$ cat src/sv/sbsa_pkg.sv
`default_nettype none
package sbsa_pkg;

    // bitmap store geometry
    localparam int SLOT_STORE   = 512;
    localparam int WORD_BITS    = 32;
    localparam int BIT_W        = 5;
    localparam int NUM_WORDS    = 16;
    localparam int WORD_AW      = 4;
    localparam int SLOT_W       = 9;
    localparam int HINT_W       = 10;

    // field widths
    localparam int LG_W         = 4;
    localparam int REQ_W        = 15;
    localparam int OFF_W        = 14;
    localparam int BYTES_W      = 15;
    localparam int SLOT_BYTES_W = 16;

    localparam logic [LG_W-1:0]    CFG_RESET = 4'd5;
    localparam logic [BYTES_W-1:0] BYTES_MAX = 15'h7fff;

    localparam logic MODE_ALLOC = 1'b0;
    localparam logic MODE_FREE  = 1'b1;

    typedef struct packed {
        logic             mode;
        logic [REQ_W-1:0] request_bytes;
        logic [OFF_W-1:0] byte_offset;
    } in_item_t;

    typedef struct packed {
        logic               ok;
        logic [SLOT_W-1:0]  slot_index;
        logic [BYTES_W-1:0] bytes_in_use;
        logic               has_room;
    } out_item_t;

    typedef struct packed {
        logic                 rd_en;
        logic [WORD_AW-1:0]   rd_addr;
        logic                 wr_en;
        logic [WORD_AW-1:0]   wr_addr;
        logic [WORD_BITS-1:0] wr_data;
        logic                 clear;
    } mem_req_t;

    typedef enum logic [2:0] {
        ST_IDLE,
        ST_DECODE,
        ST_SCAN,
        ST_FREE_CHK,
        ST_RESULT
    } state_t;

endpackage
`default_nettype wire

$ cat src/sv/sbsa_bitmap_mem.sv
`default_nettype none
module sbsa_bitmap_mem
    import sbsa_pkg::*;
(
    input  wire logic                 clk,
    input  wire logic                 rst_n,
    input  wire mem_req_t             req,
    output logic [WORD_BITS-1:0]      rdata
);

    logic [WORD_BITS-1:0] mem [NUM_WORDS];
    logic [NUM_WORDS-1:0] row_valid_reg;
    logic [NUM_WORDS-1:0] row_valid_next;
    logic [WORD_BITS-1:0] rd_raw_reg;
    logic                 rd_valid_reg;

    // rows never written since the last clear read as all free
    always_comb
    begin
        row_valid_next = row_valid_reg;
        if (req.clear)
        begin
            row_valid_next = '0;
        end
        else if (req.wr_en)
        begin
            row_valid_next[req.wr_addr] = 1'b1;
        end
    end

    always_ff @(posedge clk or negedge rst_n)
    begin
        if (!rst_n)
        begin
            row_valid_reg <= '0;
            rd_valid_reg  <= 1'b0;
        end
        else
        begin
            row_valid_reg <= row_valid_next;
            if (req.rd_en)
            begin
                rd_valid_reg <= row_valid_reg[req.rd_addr];
            end
        end
    end

    always_ff @(posedge clk)
    begin
        if (req.wr_en)
        begin
            mem[req.wr_addr] <= req.wr_data;
        end
        if (req.rd_en)
        begin
            rd_raw_reg <= mem[req.rd_addr];
        end
    end

    assign rdata = rd_valid_reg ? rd_raw_reg : '0;

endmodule
`default_nettype wire

$ cat src/sv/sbsa_find_free.sv
`default_nettype none
module sbsa_find_free
    import sbsa_pkg::*;
(
    input  wire logic [WORD_BITS-1:0] word,
    input  wire logic [WORD_AW-1:0]   word_addr,
    input  wire logic [HINT_W-1:0]    hint,
    input  wire logic [HINT_W-1:0]    limit,
    output logic                      found,
    output logic [BIT_W-1:0]          bit_pos
);

    logic [WORD_BITS-1:0] cand;
    logic [HINT_W-1:0]    lane_idx;

    // a lane is a candidate if free and inside [hint, limit)
    always_comb
    begin
        cand     = '0;
        lane_idx = '0;
        for (int b = 0; b < WORD_BITS; b++)
        begin
            lane_idx = {1'b0, word_addr, BIT_W'(b)};
            cand[b]  = !word[b] && (lane_idx >= hint) && (lane_idx < limit);
        end
    end

    // lowest candidate wins
    always_comb
    begin
        bit_pos = '0;
        for (int b = WORD_BITS - 1; b >= 0; b--)
        begin
            if (cand[b])
            begin
                bit_pos = BIT_W'(b);
            end
        end
    end

    assign found = |cand;

endmodule
`default_nettype wire

$ cat src/sv/superblock_slot_allocator_top.sv
`default_nettype none
// superblock slot allocator
//
// request channel (req_valid / req_stall / req_item) carries allocate or free
// commands; response channel (rsp_valid / rsp_stall / rsp_item) returns one
// result per request, in order. a transfer happens when valid is high and
// stall is low. cfg_valid / cfg_ready writes the slot size log2; a write
// re-cuts the superblock and clears the bitmap, hint and byte count at once.
//
// one request is in flight at a time. a refused request goes from decode
// straight to the result state, a free passes through the free check, and
// an allocate reads 32-bit bitmap words from the hint word upward (1 to 16
// words) in the scan state; the single-port bitmap read, one word per cycle,
// paces the scan. the next request is taken the cycle after the result
// lands in the output register, so a stalled result holds one item there
// while the next item is accepted and worked on.
//
// reset clears the bitmap through per-word valid flags (no sweep), the hint,
// the byte count, and loads slot size log2 = 5.
module superblock_slot_allocator_top
    import sbsa_pkg::*;
#(
    parameter int SUPERBLOCK_BYTES = 16384,
    parameter int MIN_SLOT_BYTES   = 32
)
(
    input  wire logic            clk,
    input  wire logic            rst_n,
    input  wire logic            req_valid,
    output logic                 req_stall,
    input  wire in_item_t        req_item,
    output logic                 rsp_valid,
    input  wire logic            rsp_stall,
    output out_item_t            rsp_item,
    input  wire logic            cfg_valid,
    output logic                 cfg_ready,
    input  wire logic [LG_W-1:0] cfg_data
);

    // clamp range for the slot size log2
    localparam int LG_LO     = $clog2(MIN_SLOT_BYTES);
    localparam int LG_HI_RAW = $clog2(SUPERBLOCK_BYTES + 1) - 2;
    localparam int LG_HI     = (LG_HI_RAW < LG_LO) ? LG_LO : LG_HI_RAW;
    // byte counter wide enough for a full superblock
    localparam int UB_W      = $clog2(SUPERBLOCK_BYTES + 1);

    state_t               state_reg, state_next;
    in_item_t             item_reg;
    logic [LG_W-1:0]      lg_cfg_reg;
    logic [WORD_AW-1:0]   word_reg, word_next;
    logic [HINT_W-1:0]    hint_reg, hint_next;
    logic [UB_W-1:0]      used_reg, used_next;
    logic                 res_ok_reg, res_ok_next;
    logic [SLOT_W-1:0]    res_idx_reg, res_idx_next;
    logic                 rsp_valid_reg;
    out_item_t            rsp_item_reg;

    logic                 item_xfer;
    logic                 cfg_xfer;
    logic                 rsp_xfer;
    logic                 out_free;

    logic [LG_W-1:0]      lg_eff;
    logic [31:0]          n_full;
    logic [HINT_W-1:0]    n_slots;
    logic [31:0]          cap_full;
    logic [UB_W-1:0]      cap_bytes;
    logic [SLOT_BYTES_W-1:0] slot_bytes;
    logic [OFF_W-1:0]     free_idx;
    logic                 free_in_range;
    logic                 req_fits;
    logic                 hint_ok;
    logic [HINT_W-1:0]    next_word_base;
    logic                 scan_last;

    mem_req_t             mem_req;
    logic [WORD_BITS-1:0] rdata;
    logic                 ff_found;
    logic [BIT_W-1:0]     ff_bit;
    logic [HINT_W-1:0]    found_idx;
    logic                 free_bit_used;

    assign item_xfer = req_valid && !req_stall;
    assign cfg_xfer  = cfg_valid && cfg_ready;
    assign rsp_xfer  = rsp_valid_reg && !rsp_stall;
    assign out_free  = !rsp_valid_reg || !rsp_stall;

    // effective geometry from the config register
    always_comb
    begin
        if (lg_cfg_reg < LG_W'(LG_LO))
        begin
            lg_eff = LG_W'(LG_LO);
        end
        else if (lg_cfg_reg > LG_W'(LG_HI))
        begin
            lg_eff = LG_W'(LG_HI);
        end
        else
        begin
            lg_eff = lg_cfg_reg;
        end
    end

    assign n_full     = 32'(SUPERBLOCK_BYTES) >> lg_eff;
    assign n_slots    = (n_full > 32'(SLOT_STORE)) ? HINT_W'(SLOT_STORE) : HINT_W'(n_full);
    assign cap_full   = 32'(n_slots) << lg_eff;
    assign cap_bytes  = UB_W'(cap_full);
    assign slot_bytes = SLOT_BYTES_W'(1) << lg_eff;

    // request decode against the held item
    assign free_idx      = item_reg.byte_offset >> lg_eff;
    assign free_in_range = free_idx < OFF_W'(n_slots);
    assign req_fits      = {1'b0, item_reg.request_bytes} <= slot_bytes;
    assign hint_ok       = hint_reg < n_slots;

    // base slot of the word after the one being scanned
    assign next_word_base = {({1'b0, word_reg} + 5'd1), {BIT_W{1'b0}}};
    assign scan_last      = next_word_base >= n_slots;

    assign found_idx     = {1'b0, word_reg, ff_bit};
    assign free_bit_used = rdata[free_idx[BIT_W-1:0]];

    sbsa_find_free u_find_free
    (
        .word      (rdata),
        .word_addr (word_reg),
        .hint      (hint_reg),
        .limit     (n_slots),
        .found     (ff_found),
        .bit_pos   (ff_bit)
    );

    sbsa_bitmap_mem u_bitmap_mem
    (
        .clk   (clk),
        .rst_n (rst_n),
        .req   (mem_req),
        .rdata (rdata)
    );

    // next state
    always_comb
    begin
        state_next = state_reg;
        case (state_reg)
            ST_IDLE:
            begin
                if (item_xfer)
                begin
                    state_next = ST_DECODE;
                end
            end
            ST_DECODE:
            begin
                if (item_reg.mode == MODE_ALLOC)
                begin
                    state_next = (req_fits && hint_ok) ? ST_SCAN : ST_RESULT;
                end
                else
                begin
                    state_next = free_in_range ? ST_FREE_CHK : ST_RESULT;
                end
            end
            ST_SCAN:
            begin
                if (ff_found || scan_last)
                begin
                    state_next = ST_RESULT;
                end
            end
            ST_FREE_CHK:
            begin
                state_next = ST_RESULT;
            end
            ST_RESULT:
            begin
                if (out_free)
                begin
                    state_next = ST_IDLE;
                end
            end
            default:
            begin
                state_next = ST_IDLE;
            end
        endcase
    end

    // outputs of the sequencer: handshakes and bitmap port
    always_comb
    begin
        req_stall       = 1'b1;
        cfg_ready       = 1'b0;
        mem_req         = '0;
        mem_req.clear   = cfg_xfer;
        case (state_reg)
            ST_IDLE:
            begin
                req_stall = 1'b0;
                cfg_ready = 1'b1;
            end
            ST_DECODE:
            begin
                if (item_reg.mode == MODE_ALLOC)
                begin
                    mem_req.rd_en   = req_fits && hint_ok;
                    mem_req.rd_addr = hint_reg[SLOT_W-1:BIT_W];
                end
                else
                begin
                    mem_req.rd_en   = free_in_range;
                    mem_req.rd_addr = free_idx[SLOT_W-1:BIT_W];
                end
            end
            ST_SCAN:
            begin
                if (ff_found)
                begin
                    mem_req.wr_en   = 1'b1;
                    mem_req.wr_addr = word_reg;
                    mem_req.wr_data = rdata | (WORD_BITS'(1) << ff_bit);
                end
                else if (!scan_last)
                begin
                    mem_req.rd_en   = 1'b1;
                    mem_req.rd_addr = word_reg + WORD_AW'(1);
                end
            end
            ST_FREE_CHK:
            begin
                if (free_bit_used)
                begin
                    mem_req.wr_en   = 1'b1;
                    mem_req.wr_addr = free_idx[SLOT_W-1:BIT_W];
                    mem_req.wr_data = rdata & ~(WORD_BITS'(1) << free_idx[BIT_W-1:0]);
                end
            end
            ST_RESULT:
            begin
            end
            default:
            begin
            end
        endcase
    end

    // datapath next values
    always_comb
    begin
        word_next    = word_reg;
        hint_next    = hint_reg;
        used_next    = used_reg;
        res_ok_next  = res_ok_reg;
        res_idx_next = res_idx_reg;
        case (state_reg)
            ST_IDLE:
            begin
                if (cfg_xfer)
                begin
                    hint_next = '0;
                    used_next = '0;
                end
            end
            ST_DECODE:
            begin
                res_ok_next  = 1'b0;
                res_idx_next = '0;
                word_next    = hint_reg[SLOT_W-1:BIT_W];
            end
            ST_SCAN:
            begin
                if (ff_found)
                begin
                    hint_next    = found_idx + HINT_W'(1);
                    used_next    = used_reg + UB_W'(slot_bytes);
                    res_ok_next  = 1'b1;
                    res_idx_next = found_idx[SLOT_W-1:0];
                end
                else if (!scan_last)
                begin
                    word_next = word_reg + WORD_AW'(1);
                end
            end
            ST_FREE_CHK:
            begin
                if (free_bit_used)
                begin
                    used_next    = used_reg - UB_W'(slot_bytes);
                    res_ok_next  = 1'b1;
                    res_idx_next = free_idx[SLOT_W-1:0];
                    if (HINT_W'(free_idx) < hint_reg)
                    begin
                        hint_next = HINT_W'(free_idx);
                    end
                end
            end
            ST_RESULT:
            begin
            end
            default:
            begin
            end
        endcase
    end

    always_ff @(posedge clk or negedge rst_n)
    begin
        if (!rst_n)
        begin
            state_reg     <= ST_IDLE;
            lg_cfg_reg    <= CFG_RESET;
            hint_reg      <= '0;
            used_reg      <= '0;
            rsp_valid_reg <= 1'b0;
        end
        else
        begin
            state_reg <= state_next;
            hint_reg  <= hint_next;
            used_reg  <= used_next;
            if (cfg_xfer)
            begin
                lg_cfg_reg <= cfg_data;
            end
            if (state_reg == ST_RESULT && out_free)
            begin
                rsp_valid_reg <= 1'b1;
            end
            else if (rsp_xfer)
            begin
                rsp_valid_reg <= 1'b0;
            end
        end
    end

    // payload registers
    always_ff @(posedge clk)
    begin
        word_reg    <= word_next;
        res_ok_reg  <= res_ok_next;
        res_idx_reg <= res_idx_next;
        if (item_xfer)
        begin
            item_reg <= req_item;
        end
        if (state_reg == ST_RESULT && out_free)
        begin
            rsp_item_reg.ok         <= res_ok_reg;
            rsp_item_reg.slot_index <= res_idx_reg;
            rsp_item_reg.bytes_in_use <= (32'(used_reg) > 32'(BYTES_MAX)) ?
                                         BYTES_MAX : BYTES_W'(used_reg);
            rsp_item_reg.has_room   <= used_reg < cap_bytes;
        end
    end

    assign rsp_valid = rsp_valid_reg;
    assign rsp_item  = rsp_item_reg;

    // a refused or ignored request reports slot zero
    a_fail_idx_zero: assert property (@(posedge clk) disable iff (!rst_n)
        rsp_valid |-> (rsp_item.ok || rsp_item.slot_index == '0))
        else $error("failed result carries a nonzero slot index");

    // bitmap port never reads and writes in the same cycle
    a_no_rd_wr: assert property (@(posedge clk) disable iff (!rst_n)
        !(mem_req.rd_en && mem_req.wr_en))
        else $error("bitmap read and write overlap");

    // bitmap writes only come from the scan or free check
    a_wr_state: assert property (@(posedge clk) disable iff (!rst_n)
        mem_req.wr_en |-> (state_reg == ST_SCAN || state_reg == ST_FREE_CHK))
        else $error("bitmap write outside scan or free check");

    // byte count never exceeds the superblock capacity
    a_used_cap: assert property (@(posedge clk) disable iff (!rst_n)
        used_reg <= cap_bytes)
        else $error("bytes in use beyond capacity");

    // hint stays within the slot store
    a_hint_range: assert property (@(posedge clk) disable iff (!rst_n)
        hint_reg <= HINT_W'(SLOT_STORE))
        else $error("hint beyond slot store");

endmodule
`default_nettype wire

$ cat config.mk
export PLATFORM = sky130hd
export DESIGN_NAME = superblock_slot_allocator_top
export DESIGN_NICKNAME = d
export VERILOG_FILES = /design/src/sv/sbsa_pkg.sv /design/src/sv/sbsa_bitmap_mem.sv /design/src/sv/sbsa_find_free.sv /design/src/sv/superblock_slot_allocator_top.sv
export SDC_FILE = /design/constraint.sdc
export NUM_CORES = 1
export LEC_CHECK = 0
export BUFFER_PORTS_ARGS = -buffer_cell sky130_fd_sc_hd__buf_2
export CELL_PAD_IN_SITES_DETAIL_PLACEMENT = 1
export CELL_PAD_IN_SITES_GLOBAL_PLACEMENT = 1
export CORE_MARGIN = 2
export CORE_UTILIZATION = 48
export DETAILED_ROUTE_END_ITERATION = 6
export PLACE_DENSITY_LB_ADDON = 0.12
export SYNTH_ARGS = -nofsm -noshare
export SYNTH_HDL_FRONTEND = slang
export SYNTH_SLANG_ARGS = --single-unit
$ cat constraint.sdc
create_clock -name clk -period 5.4 [get_ports clk]
set_input_delay 0.81 -clock clk [delete_from_list [all_inputs] [get_ports clk]]
set_output_delay 0.81 -clock clk [all_outputs]
set_load 0.01 [all_outputs]
# ---- Yosys cells after proc, flatten, opt, wreduce, memory -nomap -nowiden
# Memories as Yosys holds them, arrays and structs flattened. A register that Yosys moved wholly into a read port is not among the register bits.
# Cells that the tools add are included.
dict set report word_totals {
  regBits 120
  latchBits 0
  mem_bits_rw 512
  romBits 0
  inputBits 39
  word_cells 323
  memories 1
}
# name depth width rd rd_clocked_by_memory_dff wr line
set memory_table {}
lappend memory_table {u_bitmap_mem.mem 16 32 1 1 1 sbsa_bitmap_mem.sv:11} ;# logic [WORD_BITS-1:0] mem [NUM_WORDS];
dict set report op_classes {
  n_addsub 5
  n_mul 0
  div 0
  order_cmp 77
  eq_ne 13
  shift 6
  n_mux 82
  bitwise 4
  reduce_logical 118
}
# op n
set op_table {}
lappend op_table {{greater-or-equal comparator 9 x 10 -> 1 bit} 32}
lappend op_table {{less-than comparator 9 x 10 -> 1 bit} 32}
lappend op_table {{two-way mux 5 bit} 35}
lappend op_table {{two-way mux 37 bit} 2}
lappend op_table {{case mux 37 bit (2 select lines)} 1}
lappend op_table {{logical AND 1 bit} 70}
lappend op_table {{left shift 1 x 5 -> 32 bit (first input constant)} 2}
lappend op_table {{two-way mux 10 bit} 5}
lappend op_table {{two-way mux 15 bit} 3}
lappend op_table {{case mux 15 bit (3 select lines)} 1}
lappend op_table {{zero test 1 bit} 34}
lappend op_table {{AND 32 bit} 1}
lappend op_table {{> comparator 32 x 10 -> 1 bit (second input constant)} 1}
lappend op_table {{two-way mux 16 bit} 2}
lappend op_table {{two-way mux 32 bit} 1}
lappend op_table {{inverter 32 bit} 1}
lappend op_table {{bitwise OR 32 bit} 1}
lappend op_table {{OR reduction 32 bit} 1}
lappend op_table {{right shift 15 x 4 -> 32 bit (first input constant)} 1}
lappend op_table {{case mux 10 bit (3 select lines)} 1}
lappend op_table {{case mux 9 bit (3 select lines)} 1}
lappend op_table {{less-than comparator 10 bit} 2}
lappend op_table {{two-way mux 3 bit} 6}
lappend op_table {{two-way mux 9 bit} 2}
lappend op_table {{38 further kinds} 67}

# ---- Depth between registers and ports, before layout
# Gate-level depths: netlist of the first run.
dict set report logic_depth {
  depth_word 51
  ltp_mapped 22
}

# ---- Hierarchy
# From an unflattened synthesis of the first run, not the netlist that was laid out.
dict set report hier_totals {
  cells_unflattened 1970
  hier_area_um2 30739.5
}
# mod n_inst cells_per_inst area_each_um2 seq_area_each_um2
set by_module_without_submodules {}
lappend by_module_without_submodules {sbsa_bitmap_mem 1 859 21166.6 16761.1}
lappend by_module_without_submodules {superblock_slot_allocator_top 1 827 7629.8 2780.2}
lappend by_module_without_submodules {sbsa_find_free 1 284 1943.1 0.0}

# ---- Worst setup path after synthesis of the first run
# OpenSTA, ideal clock, no wires.
dict set report synth_path {
  kind {register to register}
  from {register lg_cfg_reg[0]}
  to {memory u_bitmap_mem.mem[1][0], enable pin}
  setup_ps 423
  arrival_time_ps 4747
  required_ps 4977
  slack_ps 230
  stages_incl_launch_ff 17
  period_less_slack_ps 5170
  path_cell_list {dfstp_2 -> buf_2 -> buf_2 -> buf_2 -> nor3_1 -> inv_1 -> ha_1 -> nand3_1 -> nor3_1 -> or2_2 -> nor4b_4 -> a221oi_4 -> a41oi_1 -> nand2_1 -> o31ai_1 -> o21ai_1 -> nor2_1}
}
dict set report synth_via {
  elab_chain_cells 13
}
# element line
set synth_rtl {}
lappend synth_rtl {{start: declaration} superblock_slot_allocator_top.sv:49} ;# logic [LG_W-1:0] lg_cfg_reg;
lappend synth_rtl {{start signal: assignment} superblock_slot_allocator_top.sv:324} ;# lg_cfg_reg <= cfg_data;
lappend synth_rtl {{> comparator 4 bit} superblock_slot_allocator_top.sv:95} ;# else if (lg_cfg_reg > LG_W'(LG_HI))
lappend synth_rtl {{two-way mux 4 bit} superblock_slot_allocator_top.sv:95}
lappend synth_rtl {{two-way mux 4 bit *} superblock_slot_allocator_top.sv:91} ;# if (lg_cfg_reg < LG_W'(LG_LO))
lappend synth_rtl {{right shift 15 x 4 -> 32 bit} superblock_slot_allocator_top.sv:105} ;# assign n_full = 32'(SUPERBLOCK_BYTES) >> lg_eff;
lappend synth_rtl {{> comparator 32 x 10 -> 1 bit} superblock_slot_allocator_top.sv:106} ;# assign n_slots = (n_full > 32'(SLOT_STORE)) ? HINT_W'(SLOT_STORE) : HINT_W'(n_full);
lappend synth_rtl {{two-way mux 10 bit} superblock_slot_allocator_top.sv:106}
lappend synth_rtl {{less-than comparator 9 x 10 -> 1 bit} sbsa_find_free.sv:24} ;# cand[b] = !word[b] && (lane_idx >= hint) && (lane_idx < limit);
lappend synth_rtl {{logical AND 1 bit} sbsa_find_free.sv:24}
lappend synth_rtl {{OR reduction 32 bit} sbsa_find_free.sv:41} ;# assign found = |cand;
lappend synth_rtl {{two-way mux 37 bit} superblock_slot_allocator_top.sv:218} ;# if (ff_found)
lappend synth_rtl {{case mux 37 bit (2 select lines) *} superblock_slot_allocator_top.sv:197} ;# case (state_reg)
lappend synth_rtl {{two-way mux 1 bit} sbsa_bitmap_mem.sv:50} ;# if (req.wr_en)
lappend synth_rtl {{two-way mux 1 bit (not written as such)} sbsa_bitmap_mem.sv:52} ;# mem[req.wr_addr] <= req.wr_data;
lappend synth_rtl {{end: declaration} sbsa_bitmap_mem.sv:11}
# Mark *: on every way between the ends. The rest lies on a longest branch, timed or not. The select of a mux whose other input is x is not followed.

# ---- Final worst setup path of the first run
dict set report layout_path {
  from {register lg_cfg_reg[0]}
  to {register hint_reg[8]}
}
dict set report layout_via {
  elab_chain_cells 43
}
# element line
set layout_rtl {}
lappend layout_rtl {{> comparator 4 bit} superblock_slot_allocator_top.sv:95}
lappend layout_rtl {{two-way mux 4 bit} superblock_slot_allocator_top.sv:95}
lappend layout_rtl {{two-way mux 4 bit *} superblock_slot_allocator_top.sv:91}
lappend layout_rtl {{right shift 15 x 4 -> 32 bit} superblock_slot_allocator_top.sv:105}
lappend layout_rtl {{> comparator 32 x 10 -> 1 bit} superblock_slot_allocator_top.sv:106}
lappend layout_rtl {{two-way mux 10 bit} superblock_slot_allocator_top.sv:106}
lappend layout_rtl {{less-than comparator 9 x 10 -> 1 bit} sbsa_find_free.sv:24}
lappend layout_rtl {{logical AND 1 bit} sbsa_find_free.sv:24}
lappend layout_rtl {{two-way mux 5 bit (32 in series)} sbsa_find_free.sv:34} ;# if (cand[b])
lappend layout_rtl {{adder 9 x 1 -> 10 bit} superblock_slot_allocator_top.sv:275} ;# hint_next = found_idx + HINT_W'(1);
lappend layout_rtl {{two-way mux 10 bit} superblock_slot_allocator_top.sv:273} ;# if (ff_found)
lappend layout_rtl {{case mux 10 bit (3 select lines)} superblock_slot_allocator_top.sv:256} ;# case (state_reg)
lappend layout_rtl {{end signal: assignment} superblock_slot_allocator_top.sv:320} ;# hint_reg <= hint_next;
lappend layout_rtl {{end: declaration} superblock_slot_allocator_top.sv:51} ;# logic [HINT_W-1:0] hint_reg, hint_next;
# Marks and branches as above.
# A chain may end at the register's enable or synchronous reset.

==> reports/metrics.yaml, run 1 <==
pwr:
  leakage_nw: 12.7
  pwr-share-comb: 0.448
  p_sw_frac: 0.406
  finalPower_mw: 20.8
  ir_drop_mv: 0.371
  pwr-share-seq: 0.321
  switchingPower_mw: 8.43
  p_int_mw: 12.3
  power_density_nw_per_um2: 567
  clock_power_share: 0.231
global_routing:
  grt_pass1_vias: 22300
  grt_max_degree: 76
  grt_usage: 0.281
  overflow: 0
  antenna_found_initial: 0
  grt_pass1_wl_um: 143000
routing:
  routed_via_density: 6.15
  drtIter0Drc: 1583
  routed_wl_um: 96100
  dr.pass1.iters: 5
  avgRoutedWirePerCell_um: 27.4
  ant_nets: 0
  drc: 0
  vias: 21500
timing:
  setup_viol: 0
  layout_min_cycle_time_ns: 5.12
  drv_slew: 0
  fin_crit_sh: 0.947
  fmax_mhz: 195
  worstMarginPinSlew_ns: 1.19
  tns_ns: 0
  fin_skew_ns: 0.0272
  max_slew_margin: 0.204
  hold_viol: 0
  rsz0062_at_grt: "false"
clock_tree:
  cts_buffers: 73
  cts_tree: "built"
  clk_pin_slew_ns: 0.06
  cts-htree-levels: 3
  root_buffer: "clkbuf_16"
  cts_buffer_depth: 3
  cts_sinks: 659
  insertion_delay_ns: 0.64
worst_setup_path:
  rr_endpoint: "hint_reg[8]"
  path_class: "reg2reg"
  critPathCaptureType: "flip-flop"
  reg2regPathDepth: 19
  arrival_ns: 5.62
  crit_path_start: "lg_cfg_reg[0]"
  cp.required_ns: 5.90
  r2r_setup_slack_ns: 0.28
  critPathMaxFanout: 36
  r2r_start: "lg_cfg_reg[0]"
  critPathLaunchType: "flip-flop"
  endpoint: "hint_reg[8]"
die:
  initial_core_util: 0.485
  die_w_um: 262
  core-area_um2: 65900
  die_h_um: 262
  rows: 94
  dieArea_um2: 68700
  io_pins: 68
placed_design:
  place_inst: 3373
  io_buffers: 62
  globalplace.congestion: 0.985
  dp_hpwl_um: 61400
layout:
  final_cells: 3504
  syn2layout_area_growth_pct: 14.5
  fin_nets: 2717
  drive_gt1_frac: 0.189
  diodes: 0
  largest_reg_flops: 512
synth:
  async_flop_share: 0.0759
  synth.area.top_cells: "edfxtp_1 57%, mux2i_1 4.7%, dfrtp_1 3.8%"
  ys.flop_type: "edfxtp_1"
  synth_edf_count: 609
  avgSynthCellArea_um2: 13.2
  ys_seq_area_frac: 0.611
  yosysUniqueCellTypes: 109
  yosysTopAreaCell: "edfxtp_1"
  syn-cell-area_um2: 32000
  ys_warn_count: 0
  yosys_register_bits: 659
  synth_top_area_share: 0.572
  synthCells: 2422
job:
  cap_violations: 0
run_status:
  status: "complete, no violations"
min_path:
  hold_class: "in2async"
==> logic make-up (layout without fill, tap and decap cells) <==
family                   Yosys count  count (layout)  share of synthesized area
adder cells (fa/ha/maj)           94              94                     0.0370
buffers and inverters            202             396                     0.0354
other                              2              26                   0.000235
flip-flops                       659             659                      0.611
XOR/XNOR                          15              15                    0.00411
AO/OA/AOI/OAI                    614             614                      0.144
AND/OR/NAND/NOR                  611             611                     0.0947
multiplexers                     225             225                     0.0734
==> power by group through the flow <==
stage / clock, mW / combinational, mW / sequential (mW)
after floorplan: 0 / 6.06 / 6.56
after global placement: 0 / 8.95 / 6.73
after detailed placement: 0 / 9.14 / 6.75
after CTS: 4.90 / 9.21 / 6.65
after global routing: 5.08 / 9.99 / 6.70
final: 4.80 / 9.31 / 6.66
==> metal layers <==
| metal | vias up | wire length [µm] | global-route usage | share of wire |
|---|---|---|---|---|
| li1 | 9662 | - | - | - |
| met1 | 11100 | 40700 | 0.371 | 0.42 |
| met2 | 636 | 47700 | 0.480 | 0.50 |
| met3 | 190 | 4320 | 0.0317 | 0.045 |
| met4 | 0 | 3440 | 0.105 | 0.036 |
| met5 | - | 0 | 0 | 0 |
==> how the worst min path moves through the flow <==
stage / from / end / slack, ns / cells after the start
after CTS: req_item[13] / item_reg[13] / 0.32 / 1
final: rst_n / state_reg[0] / 0.34 / 2
after floorplan: res_idx_reg[0] / rsp_item[16] / 0.40 / 0
after global placement: res_idx_reg[6] / rsp_item[22] / 0.40 / 0
after detailed placement: res_idx_reg[6] / rsp_item[22] / 0.41 / 0
after global routing: req_item[13] / item_reg[13] / 0.33 / 1
==> critical path, stage by stage, from the launching register on <==
cell	delay (ns)
dfstp_2	0.53
buf_4	0.34
nand4b_1	0.21
ha_1	0.34
nand3_1	0.14
nor2_1	0.35
a31oi_1	0.15
buf_4	0.19
o21ai_2	0.11
o21ai_1	0.12
a2111oi_0	0.58
o21ai_1	0.15
nand2_1	0.19
ha_1	0.31
inv_1	0.12
nor4_2	0.43
buf_4	0.20
mux2i_1	0.20
nand3_1	0.11
a22o_1	0.21
==> layout by cell type, fill, tap and decap left out, types with 9 or more instances in the layout <==
cell type and count:
o21ai_0 78, a2bb2oi_1 11, clkbuf_16 74, nor3_1 32, and3_1 9, a21o_1 29, and2_1 87, edfxtp_1 609
dfrtp_1 48, a211oi_1 45, a21oi_1 63, conb_1 26, xnor2_1 9, clkinv_1 17, or2_2 9, nand2_1 267
clkbuf_1 11, o22ai_1 39, o211ai_1 14, nor2_4 20, buf_2 62, a211oi_2 33, o21ai_1 16, inv_1 50
a221o_1 35, a31oi_1 83, ha_1 93, mux2i_1 149, o21a_1 31, o21bai_1 11, mux2_2 75, nor2_1 63
buf_12 39, clkinv_2 16, buf_4 109, a22oi_1 10, nor2b_1 17, nand3_1 27, nand2b_1 14
==> cells in the mapped netlist, types with 7 or more instances <==
master and number:
dfrtp_1 48, buf_2 63, mux2i_1 149, buf_4 9
a221o_1 35, o21ai_0 78, buf_6 27, or2_2 9
nand3_1 27, o31ai_1 7, edfxtp_1 609, nand2b_1 14
or3_1 8, a211oi_1 45, nor3_1 32, o21ai_1 16
nand2_1 267, a22oi_1 10, nand4_1 8, o211ai_1 14
a21oi_1 65, a21o_1 29, a211o_1 7, nor2_1 82
nor4_1 7, a311oi_1 8, clkbuf_1 41, inv_1 50
xnor2_1 9, mux2_2 75, o41ai_1 7, a32o_1 8
ha_1 93, a31oi_1 83, o22ai_1 39, a2bb2oi_1 11
nor2b_1 17, o21a_1 32, and3_1 9, a211oi_2 33
a22o_1 8, and2_1 87, o21bai_1 11
==> area by class of cell <==
cell class	instances	area (µm²)
repair buffers	210	1910
inverters	55	208
flip-flops and latches	659	19500
clock inverters	46	412
fillers	6497	29300
clock buffers	85	1890
multi-input cells	1585	11600
well taps	864	1080
==> what timing repair did <==
item / 4_1_cts / 5_1_grt
hold buffers: 0 / 0
setup endpoints to repair: 0 / 32
gates resized for setup: 0 / 2
buffers inserted: 0 / 0
==> per-stage QoR <==
stage	cell area, µm²	setup slack (ns)	utilization	hold slack (ns)
5_1_grt	36600	0.000947	0.556	0.332
4_1_cts	36600	0.204	0.556	0.325
2_1_floorplan	32100	0.230	-	0.400
3_3_place_gp	34300	0.461	0.521	0.405
6_report	36600	0.284	0.556	0.344
3_5_place_dp	34300	0.262	0.521	0.409
No activity file was read; power rests on OpenSTA's default activity.
==> run 2: changes to the inputs <==
- CORE_UTILIZATION: 48 -> 53
- clock period: 5.4 -> 5.5 ns (I/O delays scaled with it)
==> reports/metrics.yaml, run 2 (same netlist as run 1, synthesis figures left out) <==
layout:
  final_cell_mix: "609 x edfxtp_1, 267 x nand2_1, 149 x mux2i_1, 145 x buf_4, 93 x ha_1"
  diodes: 0  # unchanged
  layout_commonest_cell: "edfxtp_1"
  syn2layout_area_growth_pct: 14.5  # about the same
  fin_nets: 2744  # +0.99%
  drive_gt1_frac: 0.201  # +0.0120
  largest_reg_flops: 512  # unchanged
  post-route-util: 0.610  # +0.0540
placed_design:
  globalplace.congestion: 0.985  # about the same
  io_buffers: 62  # unchanged
  dp_hpwl_um: 64400  # +4.8%
timing:
  holdWs_ns: 0.367  # +0.0231 ns
  fin_crit_sh: 0.956  # +0.00888
  drv_slew: 0  # unchanged
  hold_viol: 0  # unchanged
  tns_ns: 0  # unchanged
  fmax_mhz: 190  # -2.7%
  setup_viol: 0  # unchanged
  max_slew_margin: 0.178  # -0.0265
  layout_min_cycle_time_ns: 5.26  # +0.144 ns
  fin_skew_ns: 0.0434  # +0.0162 ns
  rsz0062_at_grt: "false"
  worstMarginPinSlew_ns: 1.23  # +0.0398 ns
clock_tree:
  cts_buffers: 69  # -5.5%
  cts_sinks: 659  # unchanged
  cts-htree-levels: 3  # unchanged
  insertion_delay_ns: 0.64  # about the same
  root_buffer: "clkbuf_16"
  cts_tree: "built"
  clk_pin_slew_ns: 0.06  # about the same
  cts_buffer_depth: 3  # unchanged
global_routing:
  antenna_found_initial: 0  # unchanged
  grt_pass1_wl_um: 148000  # +3.9%
  grt_usage: 0.318  # +0.0370
  grt_pass1_vias: 23500  # +5.1%
  grt_max_degree: 68  # -11%
  overflow: 0  # unchanged
run_status:
  status: "complete, no violations"
worst_setup_path:
  path_class: "reg2reg"
  path_cells: "buf_4 > nor4bb_1 > o31a_1 > or4_1 > o2111a_1 > clkinv_2 > ha_1 > o21a_1 > o21a_1 > o21a_1 > o21ai_0 > a21oi_1 > o211ai_1 > nand4b_1 > o41ai_1 > a21boi_0 > inv_1 > buf_12"
  crit_path_top_delay_cell: "dfstp_2"
  critPathCaptureType: "flip-flop"
  crit_buf_inv: 4  # unchanged
  slowest_delay_ns: 0.71  # +0.13 ns
  cp_common_cell: "o21a_1"
  cp.required_ns: 5.79  # -0.11 ns
  r2r_setup_slack_ns: 0.24  # -0.04 ns
  arrival_ns: 5.55  # -0.07 ns
  critPathLaunchType: "flip-flop"
  critPathMaxFanout: 32  # -11%
  crit_family: "compound AO/OA/AOI/OAI gates"
pwr:
  ir_drop_mv: 0.321  # -13%
  leakage_nw: 12.8  # +0.57%
  power_density_nw_per_um2: 558  # -1.6%
  finalPower_mw: 20.4  # -1.6%
routing:
  vias: 22000  # +2.0%
  dr.pass1.iters: 5  # unchanged
  routed_via_density: 6.38  # +3.8%
  avgRoutedWirePerCell_um: 28.8  # +4.9%
  drc: 0  # unchanged
  ant_nets: 0  # unchanged
  routed_wl_um: 99100  # +3.1%
  drtIter0Drc: 1762  # +11%
job:
  cap_violations: 0  # unchanged
die:
  core-area_um2: 60000  # -8.9%
  initial_core_util: 0.533  # +0.0473
  dieArea_um2: 62300  # -9.3%
  io_pins: 68  # unchanged
  rows: 90  # -4.3%
  die_w_um: 250  # -4.8%
  die_h_um: 250  # -4.8%
min_path:
  hold_class: "in2async"
[run 2: worst register-to-register path, cell delays in order, from the launching register on]
cell and delay (ns):
dfstp_2 0.71, buf_4 0.28, nor4bb_1 0.08, o31a_1 0.31, or4_1 0.46, o2111a_1 0.30, clkinv_2 0.22, ha_1 0.29
o21a_1 0.19, o21a_1 0.17, o21a_1 0.17, o21ai_0 0.27, a21oi_1 0.15, o211ai_1 0.19, nand4b_1 0.16, o41ai_1 0.14
a21boi_0 0.36, inv_1 0.20, buf_12 0.26
[run 2: timing repair]
action	4_1_cts	5_1_grt
endpoints found under the setup margin	0	273
buffers inserted	0	1
resized for setup	0	13
hold buffers	0	0
[run 2: worst paths after layout]
kind                                start                         end  cells after the start
max                         lg_cfg_reg[2]  u_bitmap_mem.rd_raw_reg[1]                     18
min                                 rst_n                state_reg[0]                      2
max reg2reg                 lg_cfg_reg[2]  u_bitmap_mem.rd_raw_reg[1]                     18
min reg2reg                res_idx_reg[3]                rsp_item[19]                      0
max in group asynchronous           rst_n               lg_cfg_reg[3]                      2
min in group clk             req_item[16]                item_reg[16]                      1
[run 2: where the power goes]
group          internal, mW  leakage, nW  total [mW]  switching (mW)
registers              6.17         6.05        6.51           0.345
clock network          2.46         1.05        4.52            2.06
logic                  3.44         5.65        9.41            5.97
total                  12.1         12.8        20.4            8.37
[run 2: metal layers]
metal / vias up / GRT usage / part of all wire
met5: - / 0 / 0
met4: 0 / 0.123 / 0.038
met3: 204 / 0.0479 / 0.055
met2: 745 / 0.544 / 0.50
met1: 11300 / 0.410 / 0.41
li1: 9696 / - / -
[run 2: layout make-up]
cell class	count	area [µm²]
Inverter	55	208
Clock buffer	86	1830
Fill cell	5779	23400
Sequential cell	659	19500
Multi-Input combinational cell	1586	11600
Clock inverter	36	363
Tap cell	782	978
Timing Repair Buffer	240	2060
[run 2: stage by stage]
stage | cells | area [µm²] | setup slack [ns]
floorplan | 2446 | 32100 | 0.330
global placement | 3320 | 34300 | 0.331
detailed placement | 3320 | 34300 | 0.159
CTS | 3442 | 36500 | 0.116
global route | 3444 | 36600 | 0.0448
finish | 3444 | 36600 | 0.240
